**src/rtl/rsa_modexp_cipher_top_defines.svh**
```systemverilog
// ----------------------------------------------------------------------------
// rsa_modexp_cipher_top_defines
// assertion macros for the modular exponentiation block
// ----------------------------------------------------------------------------
`ifndef RSA_MODEXP_CIPHER_TOP_DEFINES_SVH
`define RSA_MODEXP_CIPHER_TOP_DEFINES_SVH

`ifndef SYNTHESIS

// same-cycle implication, checked outside reset
`define RMC_ASSERT_NOW(label, clk, rst_n, ante, cons) \
    label: assert property (@(posedge clk) disable iff (!rst_n) (ante) |-> (cons)) \
        else $error("rmc assertion failed");

// next-cycle implication, checked outside reset
`define RMC_ASSERT_NEXT(label, clk, rst_n, ante, cons) \
    label: assert property (@(posedge clk) disable iff (!rst_n) (ante) |=> (cons)) \
        else $error("rmc assertion failed");

`else

`define RMC_ASSERT_NOW(label, clk, rst_n, ante, cons)
`define RMC_ASSERT_NEXT(label, clk, rst_n, ante, cons)

`endif

`endif

```
**src/rtl/rmc_pkg.sv**
```systemverilog
// ----------------------------------------------------------------------------
// rmc_pkg
// shared widths, register indexes, sequencer states and unit interface types
// ----------------------------------------------------------------------------
package rmc_pkg;

    // data word and exponent widths
    localparam int WIDTH     = 16;
    localparam int EXP_BITS  = 16;
    localparam int CNT_W     = (WIDTH > 2) ? $clog2(WIDTH) : 1;
    localparam int CFG_IDX_W = 2;
    localparam int CFG_W     = (WIDTH > EXP_BITS) ? WIDTH : EXP_BITS;

    // configuration register indexes
    localparam logic [CFG_IDX_W-1:0] REG_MODULUS = 2'd0;
    localparam logic [CFG_IDX_W-1:0] REG_ENC_EXP = 2'd1;
    localparam logic [CFG_IDX_W-1:0] REG_DEC_EXP = 2'd2;

    // exponentiation sequencer states
    typedef enum logic [3:0] {
        S_IDLE,
        S_RED_GO,
        S_RED_WAIT,
        S_CHECK,
        S_MUL_GO,
        S_MUL_WAIT,
        S_SQR_GO,
        S_SQR_WAIT,
        S_DONE
    } t_state;

    // request to the modular multiplier
    typedef struct packed {
        logic             start;
        logic [WIDTH-1:0] op_a;   // must be below the modulus
        logic [WIDTH-1:0] op_b;   // any value
    } t_mm_req;

    // response from the modular multiplier
    typedef struct packed {
        logic             done;
        logic [WIDTH-1:0] product;
    } t_mm_rsp;

endpackage

```
**src/rtl/rmc_modmul.sv**
```systemverilog
// ----------------------------------------------------------------------------
// rmc_modmul
// bit-serial interleaved modular multiplier, one multiplier bit per cycle
// ----------------------------------------------------------------------------
module rmc_modmul (
    input  logic                       i_clk,
    input  logic                       i_rst_n,
    input  rmc_pkg::t_mm_req           i_req,
    input  logic [rmc_pkg::WIDTH-1:0]  i_modulus,
    output rmc_pkg::t_mm_rsp           o_rsp
);

    logic                        r_busy;
    logic                        r_done;
    logic [rmc_pkg::CNT_W-1:0]   r_cnt;
    logic [rmc_pkg::WIDTH-1:0]   r_acc;
    logic [rmc_pkg::WIDTH-1:0]   r_a;
    logic [rmc_pkg::WIDTH-1:0]   r_b;

    logic [rmc_pkg::WIDTH+1:0]   w_sum;
    logic [rmc_pkg::WIDTH+2:0]   w_d1;
    logic [rmc_pkg::WIDTH+2:0]   w_d2;
    logic [rmc_pkg::WIDTH-1:0]   n_acc;

    // acc = 2*acc + bit*a, below 3n, then pull back under n
    always_comb begin
        w_sum = {1'b0, r_acc, 1'b0}
              + (r_b[rmc_pkg::WIDTH-1] ? {2'b00, r_a} : '0);
        w_d1  = {1'b0, w_sum} - {3'b000, i_modulus};
        w_d2  = {1'b0, w_sum} - {2'b00, i_modulus, 1'b0};
        priority if (!w_d2[rmc_pkg::WIDTH+2]) begin
            n_acc = w_d2[rmc_pkg::WIDTH-1:0];
        end else if (!w_d1[rmc_pkg::WIDTH+2]) begin
            n_acc = w_d1[rmc_pkg::WIDTH-1:0];
        end else begin
            n_acc = w_sum[rmc_pkg::WIDTH-1:0];
        end
    end

    // control
    always_ff @(posedge i_clk) begin
        if (!i_rst_n) begin
            r_busy <= 1'b0;
            r_done <= 1'b0;
            r_cnt  <= '0;
        end else begin
            r_done <= r_busy && (r_cnt == '0);
            if (i_req.start) begin
                r_busy <= 1'b1;
                r_cnt  <= rmc_pkg::CNT_W'(rmc_pkg::WIDTH - 1);
            end else if (r_busy) begin
                r_cnt <= r_cnt - 1'b1;
                if (r_cnt == '0) begin
                    r_busy <= 1'b0;
                end
            end
        end
    end

    // operands and accumulator
    always_ff @(posedge i_clk) begin
        if (i_req.start) begin
            r_acc <= '0;
            r_a   <= i_req.op_a;
            r_b   <= i_req.op_b;
        end else if (r_busy) begin
            r_acc <= n_acc;
            r_b   <= {r_b[rmc_pkg::WIDTH-2:0], 1'b0};
        end
    end

    assign o_rsp.done    = r_done;
    assign o_rsp.product = r_acc;

endmodule

```
**src/rtl/rsa_modexp_cipher_top.sv**
```systemverilog
// ----------------------------------------------------------------------------
// rsa_modexp_cipher_top
// word-wide modular exponentiation, encrypt or decrypt per beat
// ----------------------------------------------------------------------------
// Usage:
//   Input beats carry a data word on tdata, the operation on tuser (0 public
//   exponent, 1 private exponent) and a last-of-message flag on tlast. Each
//   input beat yields one output beat: the word raised to the chosen exponent
//   modulo the modulus register, with tlast copied through.
//   One word is worked at a time; o_s_tready is high only while the
//   sequencer is idle. The power is built right to left by square-and-multiply
//   on one shared bit-serial modular multiplier. A word costs one reduction,
//   a check step per exponent bit up to the highest set one, a multiply per
//   set bit and a square per bit below it. A zero word or a modulus below two
//   skips the multiplier and yields zero. The result sits in an output
//   register; a stalled receiver holds it there while the next word is
//   already accepted and worked. Configuration writes go through the write
//   port; the user must issue them only while no word is in flight, as the
//   block itself does not enforce this.
//   Reset (synchronous, active low) empties the output and restores modulus
//   91 and both exponents 19.
// ----------------------------------------------------------------------------
`include "rsa_modexp_cipher_top_defines.svh"

module rsa_modexp_cipher_top (
    input  logic                            i_clk,
    input  logic                            i_rst_n,
    // input stream
    input  logic                            i_s_tvalid,
    output logic                            o_s_tready,
    input  logic [rmc_pkg::WIDTH-1:0]       i_s_tdata,   // [15:0] data_value
    input  logic [0:0]                      i_s_tuser,   // [0] operation
    input  logic                            i_s_tlast,
    // output stream
    output logic                            o_m_tvalid,
    input  logic                            i_m_tready,
    output logic [rmc_pkg::WIDTH-1:0]       o_m_tdata,   // [15:0] result_value
    output logic                            o_m_tlast,
    // configuration write port
    input  logic                            i_cfg_wr_en,
    input  logic [rmc_pkg::CFG_IDX_W-1:0]   i_cfg_index,
    input  logic [rmc_pkg::CFG_W-1:0]       i_cfg_wdata
);

    rmc_pkg::t_state                 r_state;
    rmc_pkg::t_state                 n_state;

    logic [rmc_pkg::WIDTH-1:0]       r_modulus;
    logic [rmc_pkg::EXP_BITS-1:0]    r_enc_exp;
    logic [rmc_pkg::EXP_BITS-1:0]    r_dec_exp;

    logic [rmc_pkg::WIDTH-1:0]       r_base;
    logic [rmc_pkg::EXP_BITS-1:0]    r_exp;
    logic [rmc_pkg::WIDTH-1:0]       r_acc;
    logic [rmc_pkg::WIDTH-1:0]       r_sq;
    logic                            r_last;

    logic                            r_out_valid;
    logic [rmc_pkg::WIDTH-1:0]       r_out_data;
    logic                            r_out_last;

    logic                            w_in_acc;
    logic                            w_trivial;
    logic                            w_out_free;
    logic                            w_zero_in;
    logic                            w_mm_wait;
    logic                            w_check_ok;
    rmc_pkg::t_mm_req                w_mm_req;
    rmc_pkg::t_mm_rsp                w_mm_rsp;

    assign o_s_tready = (r_state == rmc_pkg::S_IDLE);
    assign w_in_acc   = i_s_tvalid && o_s_tready;
    assign w_trivial  = (i_s_tdata == '0) || (r_modulus < rmc_pkg::WIDTH'(2));
    assign w_out_free = !r_out_valid || i_m_tready;

    // shared modular multiplier
    rmc_modmul u_modmul (
        .i_clk     (i_clk),
        .i_rst_n   (i_rst_n),
        .i_req     (w_mm_req),
        .i_modulus (r_modulus),
        .o_rsp     (w_mm_rsp)
    );

    // configuration registers
    always_ff @(posedge i_clk) begin
        if (!i_rst_n) begin
            r_modulus <= rmc_pkg::WIDTH'(91);
            r_enc_exp <= rmc_pkg::EXP_BITS'(19);
            r_dec_exp <= rmc_pkg::EXP_BITS'(19);
        end else if (i_cfg_wr_en) begin
            unique case (i_cfg_index)
                rmc_pkg::REG_MODULUS: r_modulus <= i_cfg_wdata[rmc_pkg::WIDTH-1:0];
                rmc_pkg::REG_ENC_EXP: r_enc_exp <= i_cfg_wdata[rmc_pkg::EXP_BITS-1:0];
                rmc_pkg::REG_DEC_EXP: r_dec_exp <= i_cfg_wdata[rmc_pkg::EXP_BITS-1:0];
                default: ;
            endcase
        end
    end

    // sequencer next state
    always_comb begin
        n_state = r_state;
        unique case (r_state)
            rmc_pkg::S_IDLE: begin
                if (w_in_acc) begin
                    n_state = w_trivial ? rmc_pkg::S_DONE : rmc_pkg::S_RED_GO;
                end
            end
            rmc_pkg::S_RED_GO:   n_state = rmc_pkg::S_RED_WAIT;
            rmc_pkg::S_RED_WAIT: begin
                if (w_mm_rsp.done) begin
                    n_state = rmc_pkg::S_CHECK;
                end
            end
            rmc_pkg::S_CHECK: begin
                priority if (r_exp == '0) begin
                    n_state = rmc_pkg::S_DONE;
                end else if (r_exp[0]) begin
                    n_state = rmc_pkg::S_MUL_GO;
                end else begin
                    n_state = rmc_pkg::S_SQR_GO;
                end
            end
            rmc_pkg::S_MUL_GO:   n_state = rmc_pkg::S_MUL_WAIT;
            rmc_pkg::S_MUL_WAIT: begin
                if (w_mm_rsp.done) begin
                    // no higher exponent bits: the square is not needed
                    n_state = (r_exp[rmc_pkg::EXP_BITS-1:1] == '0) ? rmc_pkg::S_DONE
                                                                   : rmc_pkg::S_SQR_GO;
                end
            end
            rmc_pkg::S_SQR_GO:   n_state = rmc_pkg::S_SQR_WAIT;
            rmc_pkg::S_SQR_WAIT: begin
                if (w_mm_rsp.done) begin
                    n_state = rmc_pkg::S_CHECK;
                end
            end
            rmc_pkg::S_DONE: begin
                if (w_out_free) begin
                    n_state = rmc_pkg::S_IDLE;
                end
            end
            default: n_state = rmc_pkg::S_IDLE;
        endcase
    end

    // multiplier requests
    always_comb begin
        w_mm_req = '0;
        unique case (r_state)
            rmc_pkg::S_RED_GO: begin
                // base mod n as 1 * base
                w_mm_req.start = 1'b1;
                w_mm_req.op_a  = rmc_pkg::WIDTH'(1);
                w_mm_req.op_b  = r_base;
            end
            rmc_pkg::S_MUL_GO: begin
                w_mm_req.start = 1'b1;
                w_mm_req.op_a  = r_sq;
                w_mm_req.op_b  = r_acc;
            end
            rmc_pkg::S_SQR_GO: begin
                w_mm_req.start = 1'b1;
                w_mm_req.op_a  = r_sq;
                w_mm_req.op_b  = r_sq;
            end
            default: ;
        endcase
    end

    // state register
    always_ff @(posedge i_clk) begin
        if (!i_rst_n) begin
            r_state <= rmc_pkg::S_IDLE;
        end else begin
            r_state <= n_state;
        end
    end

    // working registers
    always_ff @(posedge i_clk) begin
        if (w_in_acc) begin
            r_base <= i_s_tdata;
            r_exp  <= i_s_tuser[0] ? r_dec_exp : r_enc_exp;
            r_acc  <= w_trivial ? '0 : rmc_pkg::WIDTH'(1);
            r_last <= i_s_tlast;
        end
        if (w_mm_rsp.done) begin
            unique case (r_state)
                rmc_pkg::S_RED_WAIT: r_sq <= w_mm_rsp.product;
                rmc_pkg::S_MUL_WAIT: r_acc <= w_mm_rsp.product;
                rmc_pkg::S_SQR_WAIT: begin
                    r_sq  <= w_mm_rsp.product;
                    r_exp <= r_exp >> 1;
                end
                default: ;
            endcase
        end
    end

    // output register
    always_ff @(posedge i_clk) begin
        if (!i_rst_n) begin
            r_out_valid <= 1'b0;
        end else if ((r_state == rmc_pkg::S_DONE) && w_out_free) begin
            r_out_valid <= 1'b1;
        end else if (i_m_tready) begin
            r_out_valid <= 1'b0;
        end
    end

    always_ff @(posedge i_clk) begin
        if ((r_state == rmc_pkg::S_DONE) && w_out_free) begin
            r_out_data <= r_acc;
            r_out_last <= r_last;
        end
    end

    assign o_m_tvalid = r_out_valid;
    assign o_m_tdata  = r_out_data;
    assign o_m_tlast  = r_out_last;

    // check terms
    assign w_zero_in  = w_in_acc && (i_s_tdata == '0);
    assign w_mm_wait  = (r_state == rmc_pkg::S_RED_WAIT)
                     || (r_state == rmc_pkg::S_MUL_WAIT)
                     || (r_state == rmc_pkg::S_SQR_WAIT);
    assign w_check_ok = (r_acc < r_modulus) && (r_sq < r_modulus);

    // checks
    `RMC_ASSERT_NEXT(a_zero_word_short, i_clk, i_rst_n, w_zero_in, r_state == rmc_pkg::S_DONE)
    `RMC_ASSERT_NOW(a_mm_done_in_wait, i_clk, i_rst_n, w_mm_rsp.done, w_mm_wait)
    `RMC_ASSERT_NOW(a_acc_reduced, i_clk, i_rst_n, r_state == rmc_pkg::S_CHECK, w_check_ok)

endmodule

```
**config.mk**
```make
export PLATFORM = sky130hd
export DESIGN_NAME = rsa_modexp_cipher_top
export DESIGN_NICKNAME = d
export VERILOG_FILES = /design/src/rtl/rmc_pkg.sv /design/src/rtl/rmc_modmul.sv /design/src/rtl/rsa_modexp_cipher_top.sv
export VERILOG_INCLUDE_DIRS = /design/src /design/src/rtl
export SDC_FILE = /design/constraint.sdc
export NUM_CORES = 1
export LEC_CHECK = 0
export ABC_AREA = 1
export CAP_MARGIN = 15
export CORE_UTILIZATION = 45
export DETAILED_ROUTE_END_ITERATION = 8
export DONT_BUFFER_PORTS = 1
export GPL_TIMING_DRIVEN = 1
export PLACE_DENSITY_LB_ADDON = 0.1
export SLEW_MARGIN = 20
export SYNTH_ARGS = -nofsm -noshare
export SYNTH_HDL_FRONTEND = slang
export SYNTH_SLANG_ARGS = --single-unit
```
**constraint.sdc**
```tcl
create_clock -name i_clk -period 7.35 [get_ports i_clk]
set_clock_uncertainty 0.05 [all_clocks]
set_input_delay 1.8375 -clock i_clk [delete_from_list [all_inputs] [get_ports i_clk]]
set_output_delay 1.8375 -clock i_clk [all_outputs]
set_load 0.01 [all_outputs]
```
Word level (Yosys, flattened, before mapping)
Index checks and enable logic that the tools add are counted.

Register bits after elaboration: 189. Bits of input ports: 41. Output and inout port bits: 19. Word-level logic and storage cells: 87.

Add/sub/neg operators: 4. Magnitude comparators: 1. Equal/unequal tests: 14. Muxes and demuxes: 30. Reductions and logical operators: 20.

Operator list (number): 2-to-1 mux 16 bit (12); case mux 33 bit (3 select lines) (1); 2-to-1 mux 4 bit (9); zero test 16 bit (2); case mux 4 bit (8 select lines) (1); subtractor 18 x 16 -> 19 bit (1); subtractor 18 x 17 -> 19 bit (1); adder 17 x 18 -> 18 bit (1); equality test 4 x 3 -> 1 bit (second input constant) (4); < comparator 16 x 2 -> 1 bit (second input constant) (1); zero test 15 bit (1); equality test 4 x 2 -> 1 bit (second input constant) (2); zero test 4 bit (2); AND reduction 2 bit (4); 2-to-1 mux 1 bit (6); inequality test 2 x 1 -> 1 bit (second input constant) (3); equality test 4 x 1 -> 1 bit (second input constant) (1); equality test 4 bit (second input constant) (1); AND reduction 4 bit (1); nonzero test 2 bit (2); subtractor 4 x 1 -> 4 bit (second input constant) (1); logical AND 1 bit (3); equality test 2 x 1 -> 1 bit (second input constant) (1); equality test 2 bit (second input constant) (1); other kinds (6) (7).

Longest topological paths before layout
Gate-level depths: netlist (run 1).

Depth after elaboration: 6. Depth in mapped cells: 29. Gate-level depth less buffers: 28.

Cells and area by module
From an unflattened synthesis (run 1), not the netlist that was laid out.

Cell total of the unflattened synthesis: 1347. Area, all modules: 10538.9 µm².

By module, submodules not included: rsa_modexp_cipher_top (instances 1, cells an instance 671, area each 5708.0 µm², sequential area each 3203.1 µm²); rmc_modmul (instances 1, cells an instance 676, area each 4830.9 µm², sequential area each 1401.3 µm²).

Worst setup path after synthesis (run 1)
OpenSTA, ideal clock, no wires.

Path kind: register to register. From: reg u_modmul.r_b[15] in the netlist's numbering. To: reg u_modmul.r_acc[0] in the netlist's numbering. Setup time: 0.136 ns. Arrival: 3.478 ns. Data required time: 7.164 ns. Path slack: 3.686 ns. Stages on the path, launching flop included: 28. Buffers on the path: 2. Clock period less this slack: 3.664 ns. Cells stage by stage: edfxtp_1 -> clkbuf_1 -> nand2_1 -> inv_1 -> ha_1 -> inv_1 -> fa_1 -> nand3b_1 -> nand2_1 -> nand2_1 -> nand2_1 -> nand2_1 -> o21bai_1 -> xnor2_1 -> inv_1 -> ha_1 -> nand2_2 -> nor2_2 -> inv_1 -> nor2_1 -> nand2_1 -> nand2_2 -> nand3_4 -> nand4_4 -> buf_8 -> nand3_1 -> nand3_1 -> o21ai_1.

Cells in the longest elaborated chain, start to end: 5. Elaborated cells between the ends (all ways): 6. Classes of those cells: 3 x add/sub; 3 x mux.

Ends and longest elaborated chain: from (decl) (line rmc_modmul.sv:18) `logic [rmc_pkg::WIDTH-1:0] r_b;`; from (signal assigned) (line rmc_modmul.sv:65) `r_b <= i_req.op_b;`; from (signal assigned) (line rmc_modmul.sv:68) `r_b <= {r_b[rmc_pkg::WIDTH-2:0], 1'b0};`; 2-to-1 mux 16 bit (*) (line rmc_modmul.sv:28) `+ (r_b[rmc_pkg::WIDTH-1] ? {2'b00, r_a} : '0);`; adder 17 x 18 -> 18 bit (*) (line rmc_modmul.sv:28); subtractor 18 x 16 -> 19 bit (line rmc_modmul.sv:29) `w_d1 = {1'b0, w_sum} - {3'b000, i_modulus};`; 2-to-1 mux 16 bit (line rmc_modmul.sv:33) `end else if (!w_d1[rmc_pkg::WIDTH+2]) begin`; 2-to-1 mux 16 bit (*) (line rmc_modmul.sv:31) `priority if (!w_d2[rmc_pkg::WIDTH+2]) begin`; to (signal assigned) (line rmc_modmul.sv:67) `r_acc <= n_acc;`; to (decl) (line rmc_modmul.sv:16) `logic [rmc_pkg::WIDTH-1:0] r_acc;`.

Mark *: on every way between the ends. The rest lies on a longest branch, timed or not. A chain may end at the register's enable or synchronous reset.

Worst setup path in the final report (run 1)
From: reg u_modmul.r_b[15] in the netlist's numbering. To: reg u_modmul.r_acc[9] in the netlist's numbering.

Same word-level chain as after synthesis.

==> impl_metrics.py, run 1 <==
metrics = {
    "drt": {
        "dr.first_iter.drc_count": 516,
        "ant_nets": 0,
        "wirelength_mm": 24.5,
        "drc": 5,
        "firstDrtPassIters": 7,
        "viasPerCell": 5.19,
        "vias": 8033,
        "wl_per_cell_um": 15.9,
    },
    "floorplanning": {
        "die_h_um": 152,
        "core_mm2": 0.0220,
        "dieArea_mm2": 0.0232,
        "ios": 60,
        "rows": 54,
        "start_util_pct": 46.3,
        "dieWidth_um": 152,
    },
    "outcome": {
        "status": "complete, but fails checks",
        "violations": "DRC",
    },
    "layout": {
        "final_cells": 1547,
        "postLayoutCellArea_mm2": 0.0110,
        "area_delta_synth_final_pct": 7.99,
        "antenna_cells": 0,
        "nets": 1346,
        "final_core_util_pct": 50.0,
        "fill_cells": 2159,
        "final_layout_size_suffix_gt1_share_pct": 5.52,
    },
    "worst_setup_path": {
        "critical_path_arrival_ns": 4.80,
        "crit_fanout": 20,
        "cp-start-kind": "flop",
        "worstSetupEndpointType": "flop",
        "path_class": "reg2reg",
        "worstPathRequired_ns": 7.61,
    },
    "placement": {
        "dpl-instance-area_mm2": 0.0104,
        "post-place-cells": 1515,
        "gp_congestion": 0.964,
        "numPortBuffers": 0,
        "hpwl_mm": 18.4,
        "pre_cts_ws_ns": 2.85,
    },
    "cts": {
        "cts_resized": 0,
        "cts-root-buf": "clkbuf_16",
        "tritoncts": "built",
        "cts_sinks": 189,
        "cts.hold.buffers_added": 0,
        "h-tree-depth": 4,
        "clk_latency_ns": 0.44,
        "postCtsSetupBuffers": 0,
        "clk_pin_slew_worst_paths_ns": 0.08,
        "cts_buffer_depth": 2,
        "cts_buffers": 17,
    },
    "timing": {
        "worst_pin_slew_ns": 0.903,
        "relSlewSlack_pct": 39.3,
        "setup_violations": 0,
        "maxSlewViolCount": 0,
        "rsz0062_at_grt": "no",
        "fin_hold_ws_ns": 0.383,
        "worst_slack_ns": 2.82,
        "setup_tns_ns": 0,
        "hold_viol_final": 0,
        "fmax_mhz": 221,
        "period_share_pct": 61.7,
        "period_needed_ns": 4.53,
    },
    "global_routing": {
        "grt_pass1_vias": 7630,
        "use_met2_pct": 33.3,
        "grt_util_met3_pct": 3.53,
        "grt_max_degree": 52,
        "antenna_found_initial": 1,
        "track_usage_pct": 22.1,
        "grt_pass1_wl_mm": 40.7,
        "gr-total-overflow": 0,
        "use_met1_pct": 32.2,
        "top_usage_layer": "met2",
    },
    "synthesis": {
        "ys_seq_elements": 189,
        "synth_cell_type_count": 49,
        "synth_edf_count": 82,
        "ys.flop_type": "dfxtp_1",
        "async_flop_share_pct": 0,
        "yosysWarnings": 0,
        "syn-num-nets": 1365,
        "syn_avg_cell_area_um2": 7.98,
        "synth_area_mm2": 0.0102,
        "seq_area_frac_synth_pct": 45.3,
        "syn_inst": 1273,
    },
    "pwr": {
        "leakage_nw": 4.87,
        "vdd_drop_max_v": 0.000302,
        "powerDensity_mw_per_mm2": 541,
        "p_total_mw": 5.94,
    },
    "worst_hold_path": {
        "hold_path.class": "reg2reg",
    },
    "flow_run": {
        "cap_viol_max_count": 0,
    },
}
==> sequential cells by signal, indices dropped and copies added, names as in the netlist, 16 cells and up <==
signal,cells
o_m_tdata,16
r_acc,16
r_base,16
r_dec_exp,16
r_enc_exp,16
r_exp,16
r_modulus,16
r_sq,16
u_modmul.r_a,16
u_modmul.r_acc,16
u_modmul.r_b,16
==> final timing paths <==
| check | from | to | slack [ns] | depth (start not counted) |
|---|---|---|---|---|
| max reg2reg | u_modmul.r_b[15] | u_modmul.r_acc[9] | 2.82 | 24 |
| max | u_modmul.r_b[15] | u_modmul.r_acc[9] | 2.82 | 24 |
| min | r_last | o_m_tlast | 0.38 | 0 |
| min reg2reg | r_last | o_m_tlast | 0.38 | 0 |
==> cells in the final DEF (no fill, tap or decap), drive strengths merged, types with 4 or more instances in the layout <==
cell     netlist  layout
xor2          22      22
nand3b         5       5
o21bai         4       4
inv          167     174
edfxtp        82      82
o21ai         97      97
clkbuf        34      17
nand3         84      84
dfxtp        107     107
ha            48      48
nor2         108     108
o211ai        26      26
clkinv         5      10
o2111ai       16      16
nand2        300     300
a21oi        103     103
a31oi          5       5
xnor2         12      12
nand4          9       9
a21o           5       5
nor3           6       6
nor4           8       8
==> critical path, stage by stage (launching register included) <==
cell and delay [ns]:
edfxtp_1 0.64, nand2_1 0.11, inv_1 0.08, ha_1 0.15, inv_1 0.05, fa_1 0.39
nand3b_1 0.17, nand2_1 0.13, nand2_1 0.07, nand2_1 0.16, nand2_1 0.09, nand2_1 0.08
xnor2_1 0.16, inv_1 0.12, ha_1 0.36, a21oi_1 0.24, o21ai_0 0.10, a21oi_1 0.12
nand2_1 0.09, nand2_1 0.06, nand2_1 0.08, nand2_1 0.07, nand2_1 0.39, a21oi_1 0.35
a21oi_2 0.08
==> Yosys cell counts (all sizes together), types with 7 or more instances <==
cell type,number,share of area [%]
a21oi,103,5.3
buf,7,0.53
clkbuf,34,1.3
dfxtp,107,21
edfxtp,82,24
ha,48,5.9
inv,167,6.2
nand2,300,11
nand3,84,4.4
nand4,9,0.70
nor2,108,4.2
nor4,8,0.49
o2111ai,16,1.4
o211ai,26,1.9
o21ai,97,4.9
xnor2,12,1.0
xor2,22,1.9
==> power by group <==
group	switching [mW]	internal, mW	leakage [nW]
sequential	0.142	1.38	1.65
combinational	2.28	1.19	2.92
clock	0.447	0.491	0.293
==> per-layer routing <==
layer  part of all wire [%]  wire, um
met5                      0         0
met1                     50     12300
met4                    1.9       469
met3                    4.8      1180
met2                     43     10600
==> final cells by class <==
| type | instances | area [um^2] | share of cell area (%) |
|---|---|---|---|
| clock buffer | 17 | 425 | 3.88 |
| clock inverter | 15 | 190 | 1.73 |
| inverter | 172 | 646 | 5.89 |
| multi-input combinational | 871 | 4730 | 43.1 |
| sequential | 189 | 4600 | 42.0 |
| tap | 280 | 350 | 3.19 |
| timing repair buffer | 3 | 22.5 | 0.205 |
==> kinds of logic after synthesis <==
kind of cell | count (synthesis) | synth area share (%)
compound gates | 260 | 14.8
xor+xnor | 34 | 2.93
simple gates | 526 | 22.3
fa+ha+maj | 51 | 6.50
buf+inv | 213 | 8.14
flops | 189 | 45.3
(Power assumes the default switching activity.)
==> run 2, diff against run 1 <==
==> constraint.sdc (replaced) <==
create_clock -name i_clk -period 4.65 [get_ports i_clk]
set_clock_uncertainty 0.05 [all_clocks]
set_input_delay 1.1625 -clock i_clk [delete_from_list [all_inputs] [get_ports i_clk]]
set_output_delay 1.1625 -clock i_clk [all_outputs]
set_load 0.01 [all_outputs]
==> run 2 against run 1 <==
The run still ends with DRC left. Design area about the same. Die area unchanged. Worst setup slack worse by 2.3 ns. Wire length increased by 2.9%. Global-route usage up 0.17 points. First-iteration DRC count up 11%. Clock power increased by 48%. Worst hold slack lost 0.0027 ns. Combinational power increased by 63%. Maximum frequency up 9.9%. Critical path type unchanged. Largest power group unchanged.
==> impl_metrics.py, run 2 (synthesized netlist as in run 1, its figures left out) <==
metrics = {
    "outcome": {
        "status": "complete, but fails checks",
        "violations": "DRC",
    },
    "worst_setup_path": {
        "worstPathRequired_ns": 4.93,
        "r2r_slack_ns": 0.53,
        "path_class": "reg2reg",
        "crit_fanout": 13,
        "cp-endpoint": "u_modmul.r_acc[15]",
        "worstSetupEndpointType": "flop",
        "reg2reg_to": "u_modmul.r_acc[15]",
        "rr_startpoint": "u_modmul.r_b[15]",
        "critical_path_arrival_ns": 4.40,
        "rr_worst_depth": 27,
        "critPathLaunch": "u_modmul.r_b[15]",
        "cp-start-kind": "flop",
    },
    "floorplanning": {
        "start_util_pct": 46.3,
        "dieWidth_um": 152,
        "rows": 54,
        "die_h_um": 152,
        "ios": 60,
        "core_mm2": 0.0220,
        "dieArea_mm2": 0.0232,
    },
    "cts": {
        "cts_buffer_depth": 2,
        "cts-root-buf": "clkbuf_16",
        "cts.hold.buffers_added": 0,
        "clk_latency_ns": 0.43,
        "tritoncts": "built",
        "h-tree-depth": 4,
        "cts_sinks": 189,
        "clk_pin_slew_worst_paths_ns": 0.08,
        "cts_buffers": 17,
    },
    "flow_run": {
        "cap_viol_max_count": 0,
    },
    "pwr": {
        "clkPwrFrac_pct": 14.7,
        "power_frac_comb_pct": 59.8,
        "leakage_nw": 4.87,
        "p_sw_share_pct": 48.9,
        "switching_power_mw": 4.62,
        "pwr-share-seq_pct": 25.4,
        "powerDensity_mw_per_mm2": 861,
        "vdd_drop_max_v": 0.000488,
        "intPower_mw": 4.82,
    },
    "global_routing": {
        "gr-total-overflow": 0,
        "grt_pass1_wl_mm": 41.1,
        "grt_max_degree": 52,
        "track_usage_pct": 22.3,
        "antenna_found_initial": 0,
        "grt_pass1_vias": 7628,
    },
    "timing": {
        "hold_viol_final": 0,
        "period_share_pct": 88.7,
        "rsz0062_at_grt": "no",
        "period_needed_ns": 4.12,
        "fmax_mhz": 243,
        "maxSlewViolCount": 0,
        "worst_pin_slew_ns": 0.888,
        "setup_tns_ns": 0,
        "setup_violations": 0,
        "relSlewSlack_pct": 40.3,
        "worst_slack_ns": 0.527,
    },
    "placement": {
        "numPortBuffers": 0,
        "hpwl_mm": 18.6,
        "post-place-cells": 1518,
        "pre_cts_ws_ns": 0.409,
        "gp_congestion": 0.978,
    },
    "layout": {
        "final_cells": 1551,
        "final_common_cell": "nand2_1",
        "final_cell_mix": "nand2_1 (290), inv_1 (166), dfxtp_1 (107), nor2_1 (102), a21oi_1 (97)",
        "fill_cells": 2142,
        "nets": 1350,
        "antenna_cells": 0,
        "final_layout_size_suffix_gt1_share_pct": 5.66,
        "area_delta_synth_final_pct": 7.95,
    },
    "drt": {
        "dr.first_iter.drc_count": 574,
        "wl_per_cell_um": 16.3,
        "vias": 8154,
        "ant_nets": 0,
        "viasPerCell": 5.26,
        "drc": 5,
        "firstDrtPassIters": 7,
        "wirelength_mm": 25.3,
    },
    "worst_hold_path": {
        "hp-start": "r_last",
        "hold_path.class": "reg2reg",
    },
}
## run 2: power groups by stage
stage                     sequential (mW)  combinational (mW)  clock, mW
final                                2.40                5.65       1.39
after global routing                 2.44                6.34       1.48
after CTS                            2.40                5.49       1.42
after global placement               2.43                5.48          0
after detailed placement             2.42                5.45          0
after floorplan                      2.33                4.35          0
## run 2: worst min path at each step
| stage | end | depth (start not counted) |
|---|---|---|
| finish | o_m_tlast | 0 |
| global route | o_m_tlast | 0 |
| CTS | o_m_tlast | 0 |
| detailed placement | o_m_tlast | 0 |
| global placement | o_m_tlast | 0 |
| floorplan | o_m_tlast | 0 |
## run 2: worst max-delay path, cell delays in order (launching register included)
cell,delay (ns)
edfxtp_1,0.41
nand2_1,0.07
inv_1,0.07
ha_1,0.16
inv_1,0.05
fa_1,0.39
nand3b_1,0.17
nand2_1,0.13
nand2_1,0.07
nand2_1,0.15
nand2_1,0.09
o21bai_1,0.17
xnor2_1,0.20
inv_1,0.13
ha_1,0.41
nand2_2,0.09
nor2_2,0.14
inv_1,0.05
nor2_1,0.09
nand2_1,0.07
nand2_2,0.11
nand3_4,0.16
nand4_4,0.23
nand2_1,0.09
nand3_1,0.09
nand3_1,0.07
nand2_1,0.09
inv_1,0.03
## run 2: what timing repair did
| action | CTS | global route |
|---|---|---|
| endpoints found under the setup margin | 0 | 16 |
| resized for setup | 0 | 3 |
| buffers inserted | 0 | 0 |
| endpoints found under the hold margin | 0 | 0 |
## run 2: through the flow
| stage | cell area [um^2] | util [%] | total power, mW | hold WS [ns] |
|---|---|---|---|---|
| after floorplan | 10200 | - | 6.68 | 0.350 |
| after global placement | 10400 | 47.2 | 7.91 | 0.360 |
| after detailed placement | 10400 | 47.2 | 7.88 | 0.365 |
| after CTS | 10900 | 49.8 | 9.31 | 0.384 |
| after global routing | 11000 | 49.9 | 10.3 | 0.391 |
| final | 11000 | 49.9 | 9.44 | 0.380 |
## run 2: area by class of cell
class	count	area, um^2	share of cell area [%]
clock inverters	14	130	1.19
flip-flops and latches	189	4600	42.0
multi-input cells	872	4760	43.4
repair buffers	6	45.0	0.411
well taps	280	350	3.20
inverters	172	646	5.89
clock buffers	18	429	3.91
## run 2: routing by layer
layer  global-route usage (%)  routed length (um)  share of wire [%]
met5                        0                   0                  0
met4                     6.75                 422                1.7
met3                     3.73                 903                3.6
met2                     33.5               10900                 43
met1                     32.6               13000                 51
